**config.mk**
```make
export PLATFORM = sky130hd
export DESIGN_NAME = s7_response_frame_checker_top
export DESIGN_NICKNAME = d
export VERILOG_FILES = /design/src/rtl/s7fc_pkg.sv /design/src/rtl/s7fc_front.sv /design/src/rtl/s7fc_queue.sv /design/src/rtl/s7fc_back.sv /design/src/rtl/s7_response_frame_checker_top.sv
export VERILOG_INCLUDE_DIRS = /design/src /design/src/rtl
export SDC_FILE = /design/constraint.sdc
export NUM_CORES = 1
export LEC_CHECK = 0
export BUFFER_PORTS_ARGS = -buffer_cell sky130_fd_sc_hd__buf_2
export CORE_ASPECT_RATIO = 0.8
export CORE_MARGIN = 8
export CORE_UTILIZATION = 35
export DETAILED_ROUTE_END_ITERATION = 10
export SYNTH_ARGS = -nofsm -noshare
export SYNTH_HDL_FRONTEND = slang
export SYNTH_SLANG_ARGS = --single-unit
```
**constraint.sdc**
```tcl
create_clock -name clk -period 8.3 [get_ports clk]
set_input_delay 1.66 -clock clk [delete_from_list [all_inputs] [get_ports clk]]
set_output_delay 1.66 -clock clk [all_outputs]
set_load 0.01 [all_outputs]
```
**src/rtl/s7_response_frame_checker_top_defines.svh**
```systemverilog
// ----------------------------------------------------------------------------
// S7 response frame checker: assertion macros
// Shared assertion helpers, clocked on clk and disabled while arst_n is low.
// ----------------------------------------------------------------------------
`ifndef S7_RESPONSE_FRAME_CHECKER_TOP_DEFINES_SVH
`define S7_RESPONSE_FRAME_CHECKER_TOP_DEFINES_SVH
`ifndef NO_ASSERTIONS
// A property that must hold at every clock edge.
`define S7FC_ASSERT(label, prop, msg) \
	label: assert property (@(posedge clk) disable iff (!arst_n) (prop)) else $error(msg);
// A condition that forces an expression in the following cycle.
`define S7FC_ASSERT_NEXT(label, cond, expr, msg) \
	label: assert property (@(posedge clk) disable iff (!arst_n) (cond) |=> (expr)) \
		else $error(msg);
`else
`define S7FC_ASSERT(label, prop, msg)
`define S7FC_ASSERT_NEXT(label, cond, expr, msg)
`endif
`endif

```
**src/rtl/s7fc_pkg.sv**
```systemverilog
// ----------------------------------------------------------------------------
// S7 response frame checker package
// Verdict codes, register indexes, reset values and the frame summary record.
// ----------------------------------------------------------------------------
`timescale 1ns / 1ps
`default_nettype none
package s7fc_pkg;

	// Verdict codes; among failures the lowest code wins.
	typedef enum logic [3:0] {
		ST_OK       = 4'd0,
		ST_SHORT    = 4'd1,
		ST_VERSION  = 4'd2,
		ST_LENGTH   = 4'd3,
		ST_TOO_LONG = 4'd4,
		ST_COTP     = 4'd5,
		ST_PDU_TYPE = 4'd6,
		ST_PROTO    = 4'd7,
		ST_ROSCTR   = 4'd8,
		ST_ERROR    = 4'd9,
		ST_MAGIC    = 4'd10,
		ST_CRC      = 4'd11
	} status_t;

	// Configuration register indexes.
	localparam logic CFG_MAX_PAYLOAD = 1'b0;
	localparam logic CFG_MAGIC_WORD  = 1'b1;

	// Register reset values.
	localparam logic [15:0] RST_MAX_PAYLOAD = 16'd480;
	localparam logic [31:0] RST_MAGIC_WORD  = 32'hBAAD_F00D;

	// Default depth of the queue between front and back.
	localparam int QUEUE_DEPTH_DEF = 2;

	// Everything the verdict needs, captured on the final byte.
	typedef struct packed {
		logic [16:0] len;
		logic [7:0]  first_hdr;
		logic [15:0] declared_len;
		logic [15:0] cotp_hdr;
		logic [15:0] proto_rosctr;
		logic [15:0] ref_bytes;
		logic [15:0] err_bytes;
		logic        magic_seen;
		logic [15:0] crc_acc;
		logic [15:0] rx_crc;
	} summary_t;

endpackage
`default_nettype wire

```
**src/rtl/s7fc_front.sv**
```systemverilog
// ----------------------------------------------------------------------------
// S7 response frame checker: front end
// Takes one byte a beat, latches header bytes, runs the CRC and the magic
// word scan, and queues a frame summary on the final byte.
// ----------------------------------------------------------------------------
`timescale 1ns / 1ps
`default_nettype none
`include "s7_response_frame_checker_top_defines.svh"
module s7fc_front (
	input  wire                 clk,
	input  wire                 arst_n,
	input  wire                 in_valid,
	output logic                in_ready,
	input  wire  [7:0]          rx_byte,
	input  wire                 last_byte,
	input  wire  [31:0]         magic_word,
	output logic                push,
	output s7fc_pkg::summary_t  push_data,
	input  wire                 push_ready
);
	import s7fc_pkg::*;

	localparam logic [16:0] IDX_VER    = 17'd0;
	localparam logic [16:0] IDX_LEN_HI = 17'd2;
	localparam logic [16:0] IDX_LEN_LO = 17'd3;
	localparam logic [16:0] IDX_COTP_H = 17'd4;
	localparam logic [16:0] IDX_COTP_L = 17'd5;
	localparam logic [16:0] IDX_PROTO  = 17'd11;
	localparam logic [16:0] IDX_ROSCTR = 17'd12;
	localparam logic [16:0] IDX_REF_HI = 17'd13;
	localparam logic [16:0] IDX_REF_LO = 17'd14;
	localparam logic [16:0] IDX_ERR_HI = 17'd19;
	localparam logic [16:0] IDX_ERR_LO = 17'd20;
	localparam logic [15:0] CRC_POLY   = 16'hA001;
	localparam logic [15:0] CRC_INIT   = 16'hFFFF;

	// Reflected CRC-16 over one byte, eight shift steps.
	function automatic logic [15:0] crc_feed(input logic [15:0] crc_in, input logic [7:0] b);
		logic [15:0] c;
		c = crc_in ^ {8'h00, b};
		for (int k = 0; k < 8; k++) begin
			c = c[0] ? ((c >> 1) ^ CRC_POLY) : (c >> 1);
		end
		return c;
	endfunction

	logic [16:0] cnt_q, cnt_d;
	logic [15:0] crc_q, crc_d;
	logic [23:0] recent_q;
	logic        magic_q, magic_d;
	logic [7:0]  first_q, first_d;
	logic [15:0] decl_q, decl_d;
	logic [15:0] cotp_q, cotp_d;
	logic [15:0] proto_q, proto_d;
	logic [15:0] ref_q, ref_d;
	logic [15:0] err_q, err_d;
	logic [31:0] window;
	logic        accept;

	assign in_ready = push_ready;
	assign accept   = in_valid && in_ready;
	assign window   = {recent_q, rx_byte};

	// Next frame state for the byte on the input.
	always_comb begin
		cnt_d   = cnt_q[16] ? cnt_q : cnt_q + 17'd1;
		crc_d   = (cnt_q >= IDX_LEN_HI) ? crc_feed(crc_q, recent_q[15:8]) : crc_q;
		magic_d = magic_q || ((cnt_q >= IDX_LEN_LO) && (window == magic_word));
		first_d = (cnt_q == IDX_VER) ? rx_byte : first_q;
		decl_d  = decl_q;
		cotp_d  = cotp_q;
		proto_d = proto_q;
		ref_d   = ref_q;
		err_d   = err_q;
		if (cnt_q == IDX_LEN_HI) decl_d[15:8]  = rx_byte;
		if (cnt_q == IDX_LEN_LO) decl_d[7:0]   = rx_byte;
		if (cnt_q == IDX_COTP_H) cotp_d[15:8]  = rx_byte;
		if (cnt_q == IDX_COTP_L) cotp_d[7:0]   = rx_byte;
		if (cnt_q == IDX_PROTO)  proto_d[15:8] = rx_byte;
		if (cnt_q == IDX_ROSCTR) proto_d[7:0]  = rx_byte;
		if (cnt_q == IDX_REF_HI) ref_d[15:8]   = rx_byte;
		if (cnt_q == IDX_REF_LO) ref_d[7:0]    = rx_byte;
		if (cnt_q == IDX_ERR_HI) err_d[15:8]   = rx_byte;
		if (cnt_q == IDX_ERR_LO) err_d[7:0]    = rx_byte;
	end

	// Summary queued on the final beat of a frame.
	always_comb begin
		push                   = accept && last_byte;
		push_data.len          = cnt_d;
		push_data.first_hdr    = first_d;
		push_data.declared_len = decl_d;
		push_data.cotp_hdr     = cotp_d;
		push_data.proto_rosctr = proto_d;
		push_data.ref_bytes    = ref_d;
		push_data.err_bytes    = err_d;
		push_data.magic_seen   = magic_d;
		push_data.crc_acc      = crc_d;
		push_data.rx_crc       = {rx_byte, recent_q[7:0]};
	end

	// Frame state; cleared after the final byte.
	always_ff @(posedge clk or negedge arst_n) begin
		if (!arst_n) begin
			cnt_q    <= '0;
			crc_q    <= CRC_INIT;
			recent_q <= '0;
			magic_q  <= 1'b0;
			first_q  <= '0;
			decl_q   <= '0;
			cotp_q   <= '0;
			proto_q  <= '0;
			ref_q    <= '0;
			err_q    <= '0;
		end else if (accept) begin
			if (last_byte) begin
				cnt_q    <= '0;
				crc_q    <= CRC_INIT;
				recent_q <= '0;
				magic_q  <= 1'b0;
				first_q  <= '0;
				decl_q   <= '0;
				cotp_q   <= '0;
				proto_q  <= '0;
				ref_q    <= '0;
				err_q    <= '0;
			end else begin
				cnt_q    <= cnt_d;
				crc_q    <= crc_d;
				recent_q <= window[23:0];
				magic_q  <= magic_d;
				first_q  <= first_d;
				decl_q   <= decl_d;
				cotp_q   <= cotp_d;
				proto_q  <= proto_d;
				ref_q    <= ref_d;
				err_q    <= err_d;
			end
		end
	end

	`S7FC_ASSERT_NEXT(a_front_clear, accept && last_byte, cnt_q == '0 && crc_q == CRC_INIT, "frame state not cleared after final byte")
	`S7FC_ASSERT(a_front_sat, !cnt_q[16] || cnt_q[15:0] == '0, "byte count passed saturation")

endmodule
`default_nettype wire

```
**src/rtl/s7fc_queue.sv**
```systemverilog
// ----------------------------------------------------------------------------
// S7 response frame checker: summary queue
// Small first-in first-out store of frame summaries between front and back.
// ----------------------------------------------------------------------------
`timescale 1ns / 1ps
`default_nettype none
`include "s7_response_frame_checker_top_defines.svh"
module s7fc_queue #(
	parameter int DEPTH = s7fc_pkg::QUEUE_DEPTH_DEF
) (
	input  wire                 clk,
	input  wire                 arst_n,
	input  wire                 push,
	input  s7fc_pkg::summary_t  push_data,
	output logic                push_ready,
	output logic                pop_valid,
	output s7fc_pkg::summary_t  pop_data,
	input  wire                 pop
);
	import s7fc_pkg::*;

	localparam int PTR_W = $clog2(DEPTH);
	localparam int CNT_W = $clog2(DEPTH + 1);
	localparam logic [PTR_W-1:0] PTR_LAST = PTR_W'(DEPTH - 1);

	summary_t         mem [DEPTH];
	logic [PTR_W-1:0] wr_ptr_q, rd_ptr_q;
	logic [CNT_W-1:0] count_q;
	logic             do_pop;

	assign push_ready = (count_q != CNT_W'(DEPTH));
	assign pop_valid  = (count_q != '0);
	assign pop_data   = mem[rd_ptr_q];
	assign do_pop     = pop && pop_valid;

	// Storage, no reset needed.
	always_ff @(posedge clk) begin
		if (push) begin
			mem[wr_ptr_q] <= push_data;
		end
	end

	// Pointers and fill count.
	always_ff @(posedge clk or negedge arst_n) begin
		if (!arst_n) begin
			wr_ptr_q <= '0;
			rd_ptr_q <= '0;
			count_q  <= '0;
		end else begin
			if (push) begin
				wr_ptr_q <= (wr_ptr_q == PTR_LAST) ? '0 : wr_ptr_q + 1'b1;
			end
			if (do_pop) begin
				rd_ptr_q <= (rd_ptr_q == PTR_LAST) ? '0 : rd_ptr_q + 1'b1;
			end
			if (push && !do_pop) begin
				count_q <= count_q + 1'b1;
			end else if (!push && do_pop) begin
				count_q <= count_q - 1'b1;
			end
		end
	end

	`S7FC_ASSERT(a_queue_bound, count_q <= CNT_W'(DEPTH), "queue fill count above depth")
	`S7FC_ASSERT(a_queue_ovf, !(push && !push_ready), "push into a full queue")
	`S7FC_ASSERT_NEXT(a_queue_grow, push && !do_pop, count_q == $past(count_q) + 1'b1, "fill count did not grow on push")

endmodule
`default_nettype wire

```
**src/rtl/s7fc_back.sv**
```systemverilog
// ----------------------------------------------------------------------------
// S7 response frame checker: back end
// Turns a frame summary into a verdict and holds it in the output register.
// ----------------------------------------------------------------------------
`timescale 1ns / 1ps
`default_nettype none
`include "s7_response_frame_checker_top_defines.svh"
module s7fc_back (
	input  wire                 clk,
	input  wire                 arst_n,
	input  wire                 pop_valid,
	input  s7fc_pkg::summary_t  pop_data,
	output logic                pop,
	input  wire  [15:0]         max_payload_len,
	output logic                out_valid,
	input  wire                 out_ready,
	output logic [3:0]          status,
	output logic [15:0]         next_ref,
	output logic                ref_valid
);
	import s7fc_pkg::*;

	localparam logic [16:0] LEN_HDR   = 17'd4;
	localparam logic [16:0] LEN_COTP  = 17'd11;
	localparam logic [16:0] LEN_S7    = 17'd23;
	localparam logic [16:0] LEN_CRC   = 17'd6;
	localparam logic [16:0] LEN_REF   = 17'd15;
	localparam logic [7:0]  TPKT_VER  = 8'h03;
	localparam logic [7:0]  COTP_LEN  = 8'h11;
	localparam logic [7:0]  PDU_DT    = 8'hF0;
	localparam logic [7:0]  PDU_CC    = 8'hD0;
	localparam logic [7:0]  PDU_DR    = 8'h80;
	localparam logic [7:0]  S7_PROTO  = 8'h32;
	localparam logic [7:0]  ROSCTR_AD = 8'h03;
	localparam logic [7:0]  ROSCTR_UD = 8'h07;

	status_t     st;
	logic        ref_ok;
	logic [16:0] len_limit;
	logic [7:0]  pdu, rosctr;
	logic        out_valid_q, ref_valid_q;
	status_t     status_q;
	logic [15:0] next_ref_q;

	assign len_limit = {1'b0, max_payload_len} + LEN_HDR;
	assign pdu       = pop_data.cotp_hdr[7:0];
	assign rosctr    = pop_data.proto_rosctr[7:0];

	// Fixed-priority verdict.
	always_comb begin
		priority if (pop_data.len < LEN_HDR)                        st = ST_SHORT;
		else if (pop_data.first_hdr != TPKT_VER)                    st = ST_VERSION;
		else if (pop_data.len != {1'b0, pop_data.declared_len})     st = ST_LENGTH;
		else if (pop_data.len > len_limit)                          st = ST_TOO_LONG;
		else if (pop_data.len >= LEN_COTP &&
			pop_data.cotp_hdr[15:8] != COTP_LEN)                    st = ST_COTP;
		else if (pop_data.len >= LEN_COTP && pdu != PDU_DT &&
			pdu != PDU_CC && pdu != PDU_DR)                         st = ST_PDU_TYPE;
		else if (pop_data.len >= LEN_S7 &&
			pop_data.proto_rosctr[15:8] != S7_PROTO)                st = ST_PROTO;
		else if (pop_data.len >= LEN_S7 &&
			(rosctr == ROSCTR_AD || rosctr == ROSCTR_UD))           st = ST_ROSCTR;
		else if (pop_data.len >= LEN_S7 && pop_data.err_bytes != '0) st = ST_ERROR;
		else if (pop_data.magic_seen)                               st = ST_MAGIC;
		else if (pop_data.len >= LEN_CRC &&
			pop_data.crc_acc != pop_data.rx_crc)                    st = ST_CRC;
		else                                                        st = ST_OK;
		ref_ok = (st == ST_OK) && (pop_data.len >= LEN_REF);
	end

	// Take a summary whenever the output register is free or being emptied.
	assign pop = pop_valid && (!out_valid_q || out_ready);

	// Output register, control part.
	always_ff @(posedge clk or negedge arst_n) begin
		if (!arst_n) begin
			out_valid_q <= 1'b0;
		end else if (!out_valid_q || out_ready) begin
			out_valid_q <= pop_valid;
		end
	end

	// Output register, payload part.
	always_ff @(posedge clk) begin
		if (pop) begin
			status_q    <= st;
			ref_valid_q <= ref_ok;
			next_ref_q  <= ref_ok ? pop_data.ref_bytes : 16'h0000;
		end
	end

	assign out_valid = out_valid_q;
	assign status    = status_q;
	assign next_ref  = next_ref_q;
	assign ref_valid = ref_valid_q;

	`S7FC_ASSERT(a_back_refok, !(out_valid_q && ref_valid_q) || status_q == ST_OK, "reference given with a failing verdict")
	`S7FC_ASSERT(a_back_refzero, !(out_valid_q && !ref_valid_q) || next_ref_q == '0, "reference nonzero without ref_valid")

endmodule
`default_nettype wire

```
**src/rtl/s7_response_frame_checker_top.sv**
```systemverilog
// ----------------------------------------------------------------------------
// S7 response frame checker: top level
// Checks TPKT/COTP/S7 response frames streamed one byte a beat.
// ----------------------------------------------------------------------------
// Usage:
//   Input channel (in_valid/in_ready): one frame byte per beat on rx_byte,
//   last_byte high on the final beat of a frame. Every byte is taken at one
//   beat per cycle; in_ready drops only while the verdict queue is full.
//   Output channel (out_valid/out_ready): one verdict per frame, with status,
//   next_ref and ref_valid. After the final byte is accepted, the summary is
//   registered in the summary queue and the verdict then in the output
//   register. Frames follow each other with no gap; the CRC update of one
//   byte sits in the front end, between the byte count and the queue.
//   A stalled receiver holds the verdict in the output register; the queue
//   (QUEUE_DEPTH summaries) fills behind it, and only then does in_ready fall.
//   Configuration: cfg_we writes cfg_data into register cfg_index
//   (0 max_payload_len, 1 magic_word) at once; write only while idle.
//   Reset: arst_n clears frame state, the queue and the output valid flag and
//   loads max_payload_len 480 and magic_word 0xBAADF00D; no clearing pass.
// ----------------------------------------------------------------------------
`timescale 1ns / 1ps
`default_nettype none
module s7_response_frame_checker_top #(
	parameter int QUEUE_DEPTH = s7fc_pkg::QUEUE_DEPTH_DEF
) (
	input  wire         clk,
	input  wire         arst_n,
	input  wire         in_valid,
	output logic        in_ready,
	input  wire  [7:0]  rx_byte,
	input  wire         last_byte,
	output logic        out_valid,
	input  wire         out_ready,
	output logic [3:0]  status,
	output logic [15:0] next_ref,
	output logic        ref_valid,
	input  wire         cfg_we,
	input  wire         cfg_index,
	input  wire  [31:0] cfg_data
);
	import s7fc_pkg::*;

	logic [15:0] max_payload_q;
	logic [31:0] magic_word_q;
	logic        push, push_ready, pop_valid, pop;
	summary_t    push_data, pop_data;

	// Configuration registers.
	always_ff @(posedge clk or negedge arst_n) begin
		if (!arst_n) begin
			max_payload_q <= RST_MAX_PAYLOAD;
			magic_word_q  <= RST_MAGIC_WORD;
		end else if (cfg_we) begin
			unique case (cfg_index)
				CFG_MAX_PAYLOAD: max_payload_q <= cfg_data[15:0];
				CFG_MAGIC_WORD:  magic_word_q  <= cfg_data;
				default: ;
			endcase
		end
	end

	// Front end: byte intake and per-frame accumulation.
	s7fc_front u_front (
		.clk        (clk),
		.arst_n     (arst_n),
		.in_valid   (in_valid),
		.in_ready   (in_ready),
		.rx_byte    (rx_byte),
		.last_byte  (last_byte),
		.magic_word (magic_word_q),
		.push       (push),
		.push_data  (push_data),
		.push_ready (push_ready)
	);

	// Queue of frame summaries.
	s7fc_queue #(
		.DEPTH (QUEUE_DEPTH)
	) u_queue (
		.clk        (clk),
		.arst_n     (arst_n),
		.push       (push),
		.push_data  (push_data),
		.push_ready (push_ready),
		.pop_valid  (pop_valid),
		.pop_data   (pop_data),
		.pop        (pop)
	);

	// Back end: verdict and output register.
	s7fc_back u_back (
		.clk             (clk),
		.arst_n          (arst_n),
		.pop_valid       (pop_valid),
		.pop_data        (pop_data),
		.pop             (pop),
		.max_payload_len (max_payload_q),
		.out_valid       (out_valid),
		.out_ready       (out_ready),
		.status          (status),
		.next_ref        (next_ref),
		.ref_valid       (ref_valid)
	);

endmodule
`default_nettype wire

```
-- After elaboration in Yosys (flattened, before gate mapping)
Memory sizes are Yosys's and may differ from the RTL's.
Index checks and enable logic that the tools add are counted.
- register bits: 220
- bits in latches: 0
- memory bits (writable): 276
- bits in read-only memories: 0
- bits of input ports: 47
- memories: 1
- add/subtract/negate cells: 6
- $mul: 0
- divide/modulo/power cells: 0
- magnitude comparators: 8
- equal/unequal tests: 22
- shifts and indexed selects: 0
- mux-type cells: 48
- bitwise operators: 10
- reductions and logical operators: 29
- memories (name ; words ; width ; rd ports ; clocked after memory_dff ; write ports ; RTL line ; source):
    u_queue.mem ; 2 ; 138 ; 1 ; 0 ; 1 ; s7fc_queue.sv:26 ; summary_t mem [DEPTH];
- operators by type and width (kind ; count):
    16-bit two-way mux ; 15
    8-bit two-way mux ; 12
    17-bit by 4-bit == test with 1-bit output (second input constant) ; 4
    4-bit two-way mux ; 11
    17-bit by 2-bit == test with 1-bit output (second input constant) ; 2
    17-bit by 3-bit == test with 1-bit output (second input constant) ; 2
    17-bit by 5-bit == test with 1-bit output (second input constant) ; 2
    17-bit by 2-bit >= comparator with 1-bit output (second input constant) ; 2
    17-bit by 4-bit >= comparator with 1-bit output (second input constant) ; 2
    17-bit two-way mux ; 2
    32-bit == test ; 1
    24-bit two-way mux ; 1
    8-bit != test (second input constant) ; 3
    2-bit NOT with 3-bit output ; 8
    16-bit by 3-bit adder with 17-bit output (second input constant) ; 1
    17-bit by 1-bit adder with 17-bit output (second input constant) ; 1
    17-bit by 3-bit >= comparator with 1-bit output (second input constant) ; 1
    17-bit by 5-bit >= comparator with 1-bit output (second input constant) ; 1
    17-bit greater-than comparator ; 1
    17-bit logical NOT ; 1
    17-bit by 3-bit < comparator with 1-bit output (second input constant) ; 1
    17-bit by 16-bit != test with 1-bit output ; 1
    1-bit logical AND ; 16
    16-bit != test ; 1
    19 further kinds ; 31

-- Depth between registers and ports, before layout
Gate-level depths: netlist (run 1).
- word-level depth: 19
- depth in mapped cells: 17
- depth with buffers taken out: 15

-- Hierarchy
From an unflattened synthesis (run 1), not the netlist that was laid out.
- cell total of the unflattened synthesis: 1722
- area, all modules: 23216.0 µm²
- by module, submodules not included (module ; instances ; cells each ; area each (µm²) ; seq. area each (µm²)):
    s7fc_queue ; 1 ; 445 ; 10179.8 ; 8388.0
    s7fc_front ; 1 ; 932 ; 8947.3 ; 3673.5
    s7fc_back ; 1 ; 242 ; 2239.6 ; 655.6
    s7_response_frame_checker_top ; 1 ; 103 ; 1849.3 ; 1227.4

-- Least setup slack after synthesis (run 1)
OpenSTA, ideal clock, no wires.
- path type: input to register
- start point: input in_valid
- end point: memory u_queue.mem[0][0] in the netlist's numbering, enable pin
- setup time: 636 ps
- data arrival time: 7799 ps
- required time: 7664 ps
- slack: -134 ps
- cell stages on the path: 4
- cell sequence: and2_1 > clkbuf_1 > nand2_1 > nor2_1
- cells in the longest elaborated chain, start to end: 4
- RTL lines (what ; RTL line ; source):
    start, declared ; s7_response_frame_checker_top.sv:28 ; input wire in_valid,
    1-bit logical AND ; s7fc_front.sv:61 ; assign accept = in_valid && in_ready;
    1-bit logical AND ; s7fc_front.sv:89 ; push = accept && last_byte;
    1-bit two-way mux ; s7fc_queue.sv:38 ; if (push) begin
    1-bit two-way mux (implied by the code) ; s7fc_queue.sv:39 ; mem[wr_ptr_q] <= push_data;
    end, declared ; s7fc_queue.sv:26 ;
Every way passes these cells.

-- Final worst setup path (run 1)
- start point: register u_queue.rd_ptr_q
- end point: register u_back.next_ref_q[3] (netlist: u_back.next_ref[3]) (data pin)
- cells in the longest elaborated chain, start to end: 16
- RTL lines (what ; RTL line ; source):
    start, declared ; s7fc_queue.sv:27 ; logic [PTR_W-1:0] wr_ptr_q, rd_ptr_q;
    start signal, assigned ; s7fc_queue.sv:54 ; rd_ptr_q <= (rd_ptr_q == PTR_LAST) ? '0 : rd_ptr_q + 1'b1;
    memory read 2 x 138 bit * ; n/a ;
    17-bit by 3-bit >= comparator with 1-bit output / 16-bit != test (equally long branches) ; s7fc_back.sv:65, s7fc_back.sv:66 ;
    1-bit logical AND ; s7fc_back.sv:65 ; else if (pop_data.len >= LEN_CRC &&
    4-bit two-way mux ; s7fc_back.sv:65 ;
    4-bit two-way mux ; s7fc_back.sv:64 ; else if (pop_data.magic_seen) st = ST_MAGIC;
    4-bit two-way mux ; s7fc_back.sv:63 ; else if (pop_data.len >= LEN_S7 && pop_data.err_bytes != '0) st = ST_ERROR;
    4-bit two-way mux ; s7fc_back.sv:61 ; else if (pop_data.len >= LEN_S7 &&
    4-bit two-way mux ; s7fc_back.sv:59 ; else if (pop_data.len >= LEN_S7 &&
    4-bit two-way mux ; s7fc_back.sv:57 ; else if (pop_data.len >= LEN_COTP && pdu != PDU_DT &&
    4-bit two-way mux ; s7fc_back.sv:55 ; else if (pop_data.len >= LEN_COTP &&
    4-bit two-way mux ; s7fc_back.sv:54 ; else if (pop_data.len > len_limit) st = ST_TOO_LONG;
    4-bit two-way mux ; s7fc_back.sv:53 ; else if (pop_data.len != {1'b0, pop_data.declared_len}) st = ST_LENGTH;
    4-bit two-way mux ; s7fc_back.sv:52 ; else if (pop_data.first_hdr != TPKT_VER) st = ST_VERSION;
    4-bit two-way mux ; s7fc_back.sv:51 ; priority if (pop_data.len < LEN_HDR) st = ST_SHORT;
    4-bit logical NOT ; s7fc_back.sv:68 ; ref_ok = (st == ST_OK) && (pop_data.len >= LEN_REF);
    1-bit logical AND ; s7fc_back.sv:68 ;
    end signal, assigned ; s7fc_back.sv:88 ; next_ref_q <= ref_ok ? pop_data.ref_bytes : 16'h0000;
    end, declared ; s7fc_back.sv:43 ; logic [15:0] next_ref_q;
Every way passes the cells marked *; elsewhere a longest branch is shown, timed or not.
A chain may end at the register's enable or synchronous reset.

==> results.toml, run 1 <==
[power_and_ir_drop]
p_sw_share_pct = 30.4
intPower_w = 0.00514
power.switching_w = 0.00225
combPwrFrac_pct = 22.5
p_leak_nw = 9.09
vdd_ir_drop_max_v = 0.000152
power.total_w = 0.00739
power.share.clock_pct = 31.0
seqPwrFrac_pct = 46.5
p_per_area_mw_per_mm2 = 309

[sta]
worst_pin_slew_ns = 1.14
fin_crit_sh_pct = 53.9
fmaxAchievable_mhz = 224
max_slew_margin_pct = 24.2
finalHoldViolations = 0
fin_skew_ns = 0.0227
setup-violations-final = 0
slew_viol_final = 0
min_period_ns = 4.47
rsz0062_at_grt = "false"
finalSetupTns_ns = 0

[global_route]
grt_max_degree = 138
antenna_found_initial = 1
grt_overflow = 0
grt.busiest_layer = "met2"
gr-usage-all-layers_pct = 14.6
met1_usage_pct = 21.4
grt_pass1_wl_um = 78200
use_met3_pct = 2.73
grt_pass1_vias = 12600
use_met2_pct = 21.9

[min_path]
hold_class = "reg -> reg"
hold_depth = 2

[synth]
syn_area_per_cell_sq_um = 14.6
synthTopCellsByCount = "295 x edfxtp_1, 161 x dfrtp_1, 152 x mux2_2"
synth_cell_types = 66
netlist_area_sq_mm = 0.0210
seq_area_frac_synth_pct = 66.0
synth_top_area_share_pct = 42.2
ys_warn_count = 0
ys_seq_elements = 493
synth.largest_area_cell = "edfxtp_1"
synthCells = 1442
synth_edf_count = 295
synth-main-ff-cell = "edfxtp_1"
syn-num-nets = 1512
synth_most_common_cell = "edfxtp_1"
async_flop_share_pct = 40.2
synthTopCellsByArea = "edfxtp_1 42%, dfrtp_1 19%, mux2_2 8.1%, dfstp_2 4.6%, a22o_1 4.0%"

[die]
fp.dieArea_sq_mm = 0.0682
ioPinCount = 70
rows = 80
start_util_pct = 35.3
core_region_area_sq_mm = 0.0595
die_x_um = 290
die_h_um = 235

[cts]
htreeDepth = 2
cts_tree = "done"
clock_path_buffers = 3
post_cts_resized = 0
cts_root_buffer = "clkbuf_16"
post_cts.repair.setup_buffers = 0
clkLatencyLatePin_ns = 0.59
postCtsHoldBufs = 0
clock-sinks = 493
clkTransAtPathRegs_ns = 0.06
cts_buffers = 50

[drt]
ant_nets = 0
routedWlPerCell_um = 21.9
viasPerCell = 5.27
drtIter0Drc = 1168
vias = 12300
firstDrtPassIters = 5
drcViolationCount = 0
wl_um = 51000

[final_layout]
final_util_pct = 40.2
area_delta_synth_final_pct = 13.7
drive_gt1_share_pct = 24.4
antenna_cells = 0
fillers = 5474
nets = 1580

[run]
maxCapViolations = 0

[critical_path]
rr_worst_depth = 9
critPathKind = "reg -> reg"
critPathLaunchType = "register"
crit_required_ns = 8.58
worst-path-max-fanout = 45
arrival_ns = 4.76
end_kind = "register"

[place]
port_buffers = 69
dp_hpwl_um = 32600
gp_congestion = 0.914

[status]
status = "complete, no violations"
-- layer usage --
| layer | routed length [um] | part of all wire [%] |
|---|---|---|
| met1 | 24300 | 48 |
| met2 | 22500 | 44 |
| met3 | 3070 | 6.0 |
| met4 | 1110 | 2.2 |
| met5 | 0 | 0 |
-- final cells by class --
cell class	count	area [sq um]	area share, %
clock buffers	64	1390	5.80
clock inverters	29	284	1.19
inverters	26	97.6	0.408
multi-input cells	855	6820	28.5
flip-flops and latches	493	13900	58.0
well taps	779	975	4.08
repair buffers	84	479	2.01
-- critical path, stage by stage (launching register included) --
cell      delay [ns]
dfrtp_2         0.75
buf_4           0.58
nand2b_1        0.13
or4_1           0.46
a2111o_1        0.54
a211oi_1        0.43
or2_2           0.19
nand2_1         0.08
o221ai_2        0.85
nor3_1          0.11
-- cells in the final DEF (no fill, tap or decap), types with 8 or more instances in the layout --
cell / count
nand4_1: 24
a22o_1: 97
clkinv_1: 8
and3_1: 10
nand2b_1: 12
buf_4: 14
nand3b_1: 25
mux2_2: 152
nand2_1: 97
nor4_1: 23
nor2b_1: 8
ha_1: 23
o22a_1: 15
clkbuf_1: 8
buf_2: 68
edfxtp_1: 295
o21ai_0: 24
mux2i_1: 22
nor3_2: 9
inv_1: 25
xnor2_1: 95
nor3_1: 20
clkbuf_16: 52
nor2_1: 31
dfrtp_1: 160
xor2_1: 39
nand3_1: 24
dfstp_2: 37
a21oi_1: 17
clkinv_2: 10
-- power groups by stage --
stage	Combinational [W]	Clock [W]	Sequential (W)
2_1_floorplan	0.00120	0	0.00339
3_3_place_gp	0.00163	0	0.00348
3_5_place_dp	0.00166	0	0.00348
4_1_cts	0.00167	0.00234	0.00344
5_1_grt	0.00182	0.00243	0.00348
6_report	0.00167	0.00229	0.00344
-- registers in the layout, summed over array words and instances (netlist names) --
signal / count
u_queue.mem: 274
magic_word_q: 32
u_front.recent_q: 24
u_front.cnt_q: 17
max_payload_q: 16
u_back.next_ref: 16
u_front.cotp_q: 16
u_front.crc_q: 16
u_front.decl_q: 16
u_front.err_q: 16
u_front.ref_q: 16
u_front.proto_q: 15
u_front.first_q: 8
u_back.status: 4
u_queue.count_q: 2
u_back.out_valid: 1
u_back.ref_valid: 1
u_front.magic_q: 1
u_queue.rd_ptr_q: 1
u_queue.wr_ptr_q: 1
-- per-stage QoR --
| stage | hold WS [ns] | cell area [sq um] | std cells | setup slack (ns) |
|---|---|---|---|---|
| floorplan | 0.460 | 21000 | 1442 | 2.18 |
| finish | 0.490 | 23900 | 2330 | 3.83 |
| detailed placement | 0.479 | 22200 | 2237 | 3.80 |
| global placement | 0.475 | 22200 | 2237 | 3.96 |
| global route | 0.509 | 23900 | 2330 | 3.48 |
| CTS | 0.493 | 23900 | 2330 | 3.77 |
-- kinds of logic (layout without fill, tap and decap cells) --
| logic type | count (synthesis) | count (layout) | synth area share (%) |
|---|---|---|---|
| muxes | 178 | 178 | 9.43 |
| xor gates and xnor gates | 134 | 134 | 5.59 |
| DFF | 493 | 493 | 66.0 |
| and+or+nand+nor | 316 | 316 | 8.17 |
| adders and majority gates | 23 | 23 | 1.37 |
| buffers and inverters | 94 | 203 | 1.76 |
| AOI/OAI and AO/OA | 204 | 204 | 7.73 |
-- final timing paths --
check	startpoint	endpoint	slack, ns
setup / recovery	u_queue.rd_ptr_q$_DFFE_PN0P_	u_back.next_ref[3]$_SDFFCE_PN0P_	3.83
hold / removal	u_front.recent_q[23]$_DFFE_PN0P_	u_front.recent_q[23]$_DFFE_PN0P_	0.49
setup reg to reg	u_queue.rd_ptr_q$_DFFE_PN0P_	u_back.next_ref[3]$_SDFFCE_PN0P_	3.83
hold reg to reg	u_front.recent_q[23]$_DFFE_PN0P_	u_front.recent_q[23]$_DFFE_PN0P_	0.49
max in group asynchronous	arst_n	u_queue.rd_ptr_q$_DFFE_PN0P_	5.69
min in group asynchronous	arst_n	u_back.out_valid$_DFFE_PN0N_	1.12
Power figures use the tool's default switching activity.
==> run 2: changes to the inputs <==
- clock period: 8.3 -> 3.6 ns (I/O delays scaled with it)
==> run 2 against run 1 <==
Sequential share of layout area shrank 0.84 points. Combinational power grew 140%. Largest power group unchanged. First-iteration DRC count fell by 13%. Critical path type unchanged. Sequential cell count is the same. Clock skew rose by 0.0027 ns. Critical endpoint is now u_back.next_ref[11]$_SDFFCE_PN0P_. Via count grew 0.76%. Clock power grew 130%. Register-to-register slack worse by 3.7 ns. Largest cell class unchanged. Power increased by 130%. Routed wire length increased by 1.6%. Critical path depth increased by 8.
==> results.toml, run 2 (synthesis results as in run 1) <==
[final_layout]
largest_reg_flops = 274
final_util_pct = 40.8
drive_gt1_share_pct = 26.3
reg_top3 = "u_queue.mem (274), magic_word_q (32), u_front.recent_q (24)"
fin_cells = 2361
area_delta_synth_final_pct = 15.4
final_area_sq_mm = 0.0242
top_register = "u_queue.mem"
final_common_cell = "edfxtp_1"
final_cell_mix = "295 x edfxtp_1, 160 x dfrtp_1, 152 x mux2_2"
nets = 1607

[critical_path]
path_cells = "and3_4, and2_4, nand4_1, buf_4, nor2_2, nand2_1, xor2_1, ha_1, nand2_1, o21a_1, o211ai_1, nor3_2, o21bai_2, nor4b_4, o221ai_2, buf_12, nor3_2"
crit_required_ns = 4.04
critPathKind = "reg -> reg"
cpPeakStageDelay_ns = 0.55
arrival_ns = 3.89
worst-path-max-fanout = 17
end_kind = "register"
slowest_stage = "dfstp_2"
rr_worst_depth = 17
critPathLaunchType = "register"

[global_route]
gr-usage-all-layers_pct = 14.9
grt.busiest_layer = "met2"
grt_pass1_wl_um = 79500
grt_max_degree = 84
antenna_found_initial = 4
use_met2_pct = 22.3
grt_pass1_vias = 12600
grt_overflow = 0
met1_usage_pct = 21.9
use_met3_pct = 3.28

[drt]
ant_nets = 0
routedWlPerCell_um = 21.9
drtIter0Drc = 1019
viasPerCell = 5.25
vias = 12400
wl_um = 51800
drcViolationCount = 0
firstDrtPassIters = 5

[sta]
slew_viol_final = 0
min_period_ns = 3.46
finalSetupTns_ns = 0
finalHoldViolations = 0
setup_slack_ns = 0.144
rsz0062_at_grt = "true"
setup-violations-final = 0
fmaxAchievable_mhz = 289
fin_skew_ns = 0.0254
worst_pin_slew_ns = 1.07
fin_crit_sh_pct = 96.0
max_slew_margin_pct = 28.4

[die]
core_region_area_sq_mm = 0.0595
fp.dieArea_sq_mm = 0.0682
rows = 80
die_h_um = 235
start_util_pct = 35.3
die_x_um = 290
ioPinCount = 70

[place]
placedCellCount = 2260
post_dp_cell_area_sq_mm = 0.0225
dp_hpwl_um = 33500
port_buffers = 69
gp_congestion = 0.873
pre_cts_ws_ns = 0.00780

[power_and_ir_drop]
p_per_area_mw_per_mm2 = 704
vdd_ir_drop_max_v = 0.000414
p_leak_nw = 9.26

[cts]
clock-sinks = 493
clkLatencyLatePin_ns = 0.61
htreeDepth = 2
cts_root_buffer = "clkbuf_16"
clock_path_buffers = 3
cts_tree = "done"
postCtsHoldBufs = 0
clkTransAtPathRegs_ns = 0.06
cts_buffers = 52

[min_path]
hold_class = "in -> async"

[status]
status = "complete, no violations"

[run]
maxCapViolations = 0
-- run 2: per-stage QoR --
stage | total power (W) | hold slack (ns)
2_1_floorplan | 0.0106 | 0.424
3_3_place_gp | 0.0119 | 0.471
3_5_place_dp | 0.0120 | 0.477
4_1_cts | 0.0172 | 0.102
5_1_grt | 0.0179 | 0.123
6_report | 0.0171 | 0.113
-- run 2: repair_timing --
item | CTS | global route
setup endpoints to repair | 3 | 17
gates cloned | 0 | 0
pin swaps | 2 | 8
resized for setup | 1 | 19
setup buffers | 0 | 2
-- run 2: routing by layer --
layer	routed length [um]	vias to the layer above	share of wire, %
met1	24900	6345	48
met3	3050	69	5.9
met5	12	-	0.023
li1	-	5642	-
met4	886	2	1.7
met2	23000	326	44
-- run 2: path summary, 6_finish.rpt --
check                                                  from                                end  slack [ns]
hold / removal                                       arst_n       u_back.out_valid$_DFFE_PN0N_        0.11
max in group asynchronous                            arst_n       u_queue.rd_ptr_q$_DFFE_PN0P_        2.65
min in group clk                               cfg_data[23]       magic_word_q[23]$_DFFE_PN1P_        0.35
setup / recovery               max_payload_q[6]$_DFFE_PN1P_  u_back.next_ref[11]$_SDFFCE_PN0P_        0.14
setup reg to reg               max_payload_q[6]$_DFFE_PN1P_  u_back.next_ref[11]$_SDFFCE_PN0P_        0.14
hold reg to reg            u_front.recent_q[22]$_DFFE_PN0P_   u_front.recent_q[22]$_DFFE_PN0P_        0.49
-- run 2: final cells by class --
cell class | instances | area (sq um)
multi-input combinational | 855 | 6920
clock buffer | 76 | 1450
timing repair buffer | 109 | 754
tap | 779 | 975
fill | 5437 | 35200
inverter | 26 | 97.6
antenna | 1 | 2.50
clock inverter | 22 | 191
sequential | 493 | 13900
-- run 2: where the power goes --
part	internal [W]	leakage, nW	switching [W]
clock network	0.00295	0.807	0.00223
logic	0.00161	3.18	0.00242
registers	0.00727	5.27	0.000598
total	0.0118	9.26	0.00525
-- run 2: critical path: cells and delay by family (launching register included) --
| kind | cells | cell delay (ns) |
|---|---|---|
| simple gates | 9 | 1.41 |
| flops | 1 | 0.55 |
| compound gates | 4 | 0.54 |
| buf+inv | 2 | 0.35 |
| fa+ha+maj | 1 | 0.29 |
| xor+xnor | 1 | 0.15 |
==> run 3: changes to the inputs <==
- REMOVE_ABC_BUFFERS: default -> 1
==> run 3 against run 2 <==
Maximum frequency grew 2.4%. Die area is the same. Final area grew 0.18%. Clock power grew 1%. Combinational power is essentially flat. Non-clock buffer count grew 6. Register-to-register slack gained 0.08 ns. Critical path depth shrank 1. Power grew 0.26%. Worst setup slack gained 0.082 ns. Cell count is essentially flat. First-iteration DRC count shrank 4.2%.
==> results.toml, run 3 (synthesis results as in run 1) <==
[sta]
fin_skew_ns = 0.0209
min_period_ns = 3.37
rsz0062_at_grt = "true"
fmaxAchievable_mhz = 296
fin_crit_sh_pct = 93.7
setup-violations-final = 0
slew_viol_final = 0
finalHoldViolations = 0
whs_ns = 0.112
worst_pin_slew_ns = 0.797
setup_slack_ns = 0.226
max_slew_margin_pct = 46.3
finalSetupTns_ns = 0

[final_layout]
final_cell_mix = "295 x edfxtp_1, 160 x dfrtp_1, 152 x mux2_2"
final_area_sq_mm = 0.0243
final_common_cell = "edfxtp_1"
nets = 1610
largest_reg_flops = 274
top_register = "u_queue.mem"
antenna_cells = 0
reg_top3 = "u_queue.mem (274), magic_word_q (32), u_front.recent_q (24)"
area_delta_synth_final_pct = 15.6
drive_gt1_share_pct = 26.6
final_util_pct = 40.9

[critical_path]
crit_required_ns = 4.03
critPathKind = "reg -> reg"
arrival_ns = 3.80
end_kind = "register"
worst-path-max-fanout = 17
reg2reg_slack_ns = 0.23
r2r-start = "max_payload_q[6]$_DFFE_PN1P_"
r2r-end = "u_back.next_ref[3]$_SDFFCE_PN0P_"
rr_worst_depth = 16
critPathLaunchType = "register"

[drt]
routedWlPerCell_um = 22.0
drtIter0Drc = 976
firstDrtPassIters = 5
drcViolationCount = 0
viasPerCell = 5.30
vias = 12500
ant_nets = 0
wl_um = 51900

[global_route]
grt_max_degree = 123
gr-usage-all-layers_pct = 14.9
grt_pass1_vias = 12800
grt_pass1_wl_um = 79800
grt_overflow = 0
antenna_found_initial = 5

[cts]
cts_tree = "done"
cts_buffers = 49
clkLatencyLatePin_ns = 0.59
cts_root_buffer = "clkbuf_16"
postCtsHoldBufs = 0
htreeDepth = 2
clkTransAtPathRegs_ns = 0.06
clock_path_buffers = 3
clock-sinks = 493
post_cts.repair.setup_buffers = 0

[power_and_ir_drop]
p_per_area_mw_per_mm2 = 705
p_leak_nw = 9.29
vdd_ir_drop_max_v = 0.000354

[place]
gp_congestion = 0.867
pre_cts_ws_ns = -0.0171
dp_hpwl_um = 34600
post_dp_cell_area_sq_mm = 0.0226
port_buffers = 69

[die]
start_util_pct = 35.3
core_region_area_sq_mm = 0.0595
ioPinCount = 70
rows = 80
die_x_um = 290
die_h_um = 235
fp.dieArea_sq_mm = 0.0682

[run]
maxCapViolations = 0

[min_path]
hold_class = "in -> async"

[status]
status = "complete, no violations"
run 3: worst max-delay path by stage:
stage,start,endpoint,slack (ns),cells after the start
2_1_floorplan,in_valid,u_queue.mem[0][0]$_DFFE_PP_,-4.69,3
3_3_place_gp,max_payload_q[6]$_DFFE_PN1P_,u_back.next_ref[3]$_SDFFCE_PN0P_,0.16,16
3_5_place_dp,max_payload_q[6]$_DFFE_PN1P_,u_back.next_ref[0]$_SDFFCE_PN0P_,-0.02,14
4_1_cts,max_payload_q[6]$_DFFE_PN1P_,u_back.next_ref[1]$_SDFFCE_PN0P_,0.01,16
5_1_grt,max_payload_q[6]$_DFFE_PN1P_,u_back.next_ref[2]$_SDFFCE_PN0P_,-0.03,14
6_report,max_payload_q[6]$_DFFE_PN1P_,u_back.next_ref[3]$_SDFFCE_PN0P_,0.23,16
run 3: what timing repair did:
action,4_1_cts,5_1_grt
endpoints found under the setup margin,2,17
pin swaps,0,4
gates resized for setup,1,12
run 3: metal layers:
layer | part of all wire (%) | up-vias | track usage, % | routed length, um
met5 | 0.12 | - | 0 | 60
met4 | 2.2 | 8 | 4.14 | 1150
met3 | 5.4 | 79 | 3.05 | 2790
met2 | 45 | 304 | 22.9 | 23300
met1 | 47 | 6483 | 21.3 | 24600
li1 | - | 5624 | - | -
run 3: power breakdown:
group / switching (W) / leakage (nW) / total [W] / internal (W)
registers: 0.000571 / 5.27 / 0.00783 / 0.00726
logic: 0.00245 / 3.21 / 0.00406 / 0.00162
clock network: 0.00217 / 0.814 / 0.00523 / 0.00306
total: 0.00519 / 9.29 / 0.0171 / 0.0119
run 3: cell type report:
| class | count | area (sq um) |
|---|---|---|
| Clock buffer | 71 | 1430 |
| Clock inverter | 20 | 228 |
| Fill cell | 5455 | 35200 |
| Inverter | 26 | 97.6 |
| Multi-Input combinational cell | 855 | 6880 |
| Sequential cell | 493 | 13900 |
| Tap cell | 779 | 975 |
| Timing Repair Buffer | 115 | 825 |
run 3: through the flow:
step           std cells  total power (W)
2_1_floorplan       1374           0.0105
3_3_place_gp        2268           0.0119
5_1_grt             2359           0.0179
3_5_place_dp        2268           0.0120
6_report            2359           0.0171
4_1_cts             2359           0.0173
run 3: critical path: stages (launching register included):
cell and delay [ns]:
dfstp_2 0.55, and3_4 0.18, and2_4 0.16, nand3_1 0.09
nor2_2 0.12, nand3_1 0.10, xor2_1 0.16, ha_1 0.32
a21oi_2 0.13, o21a_1 0.16, o211ai_1 0.11, nor3_2 0.15
o21bai_1 0.13, nor4b_2 0.33, o221ai_2 0.18, buf_12 0.19
nor3_1 0.16
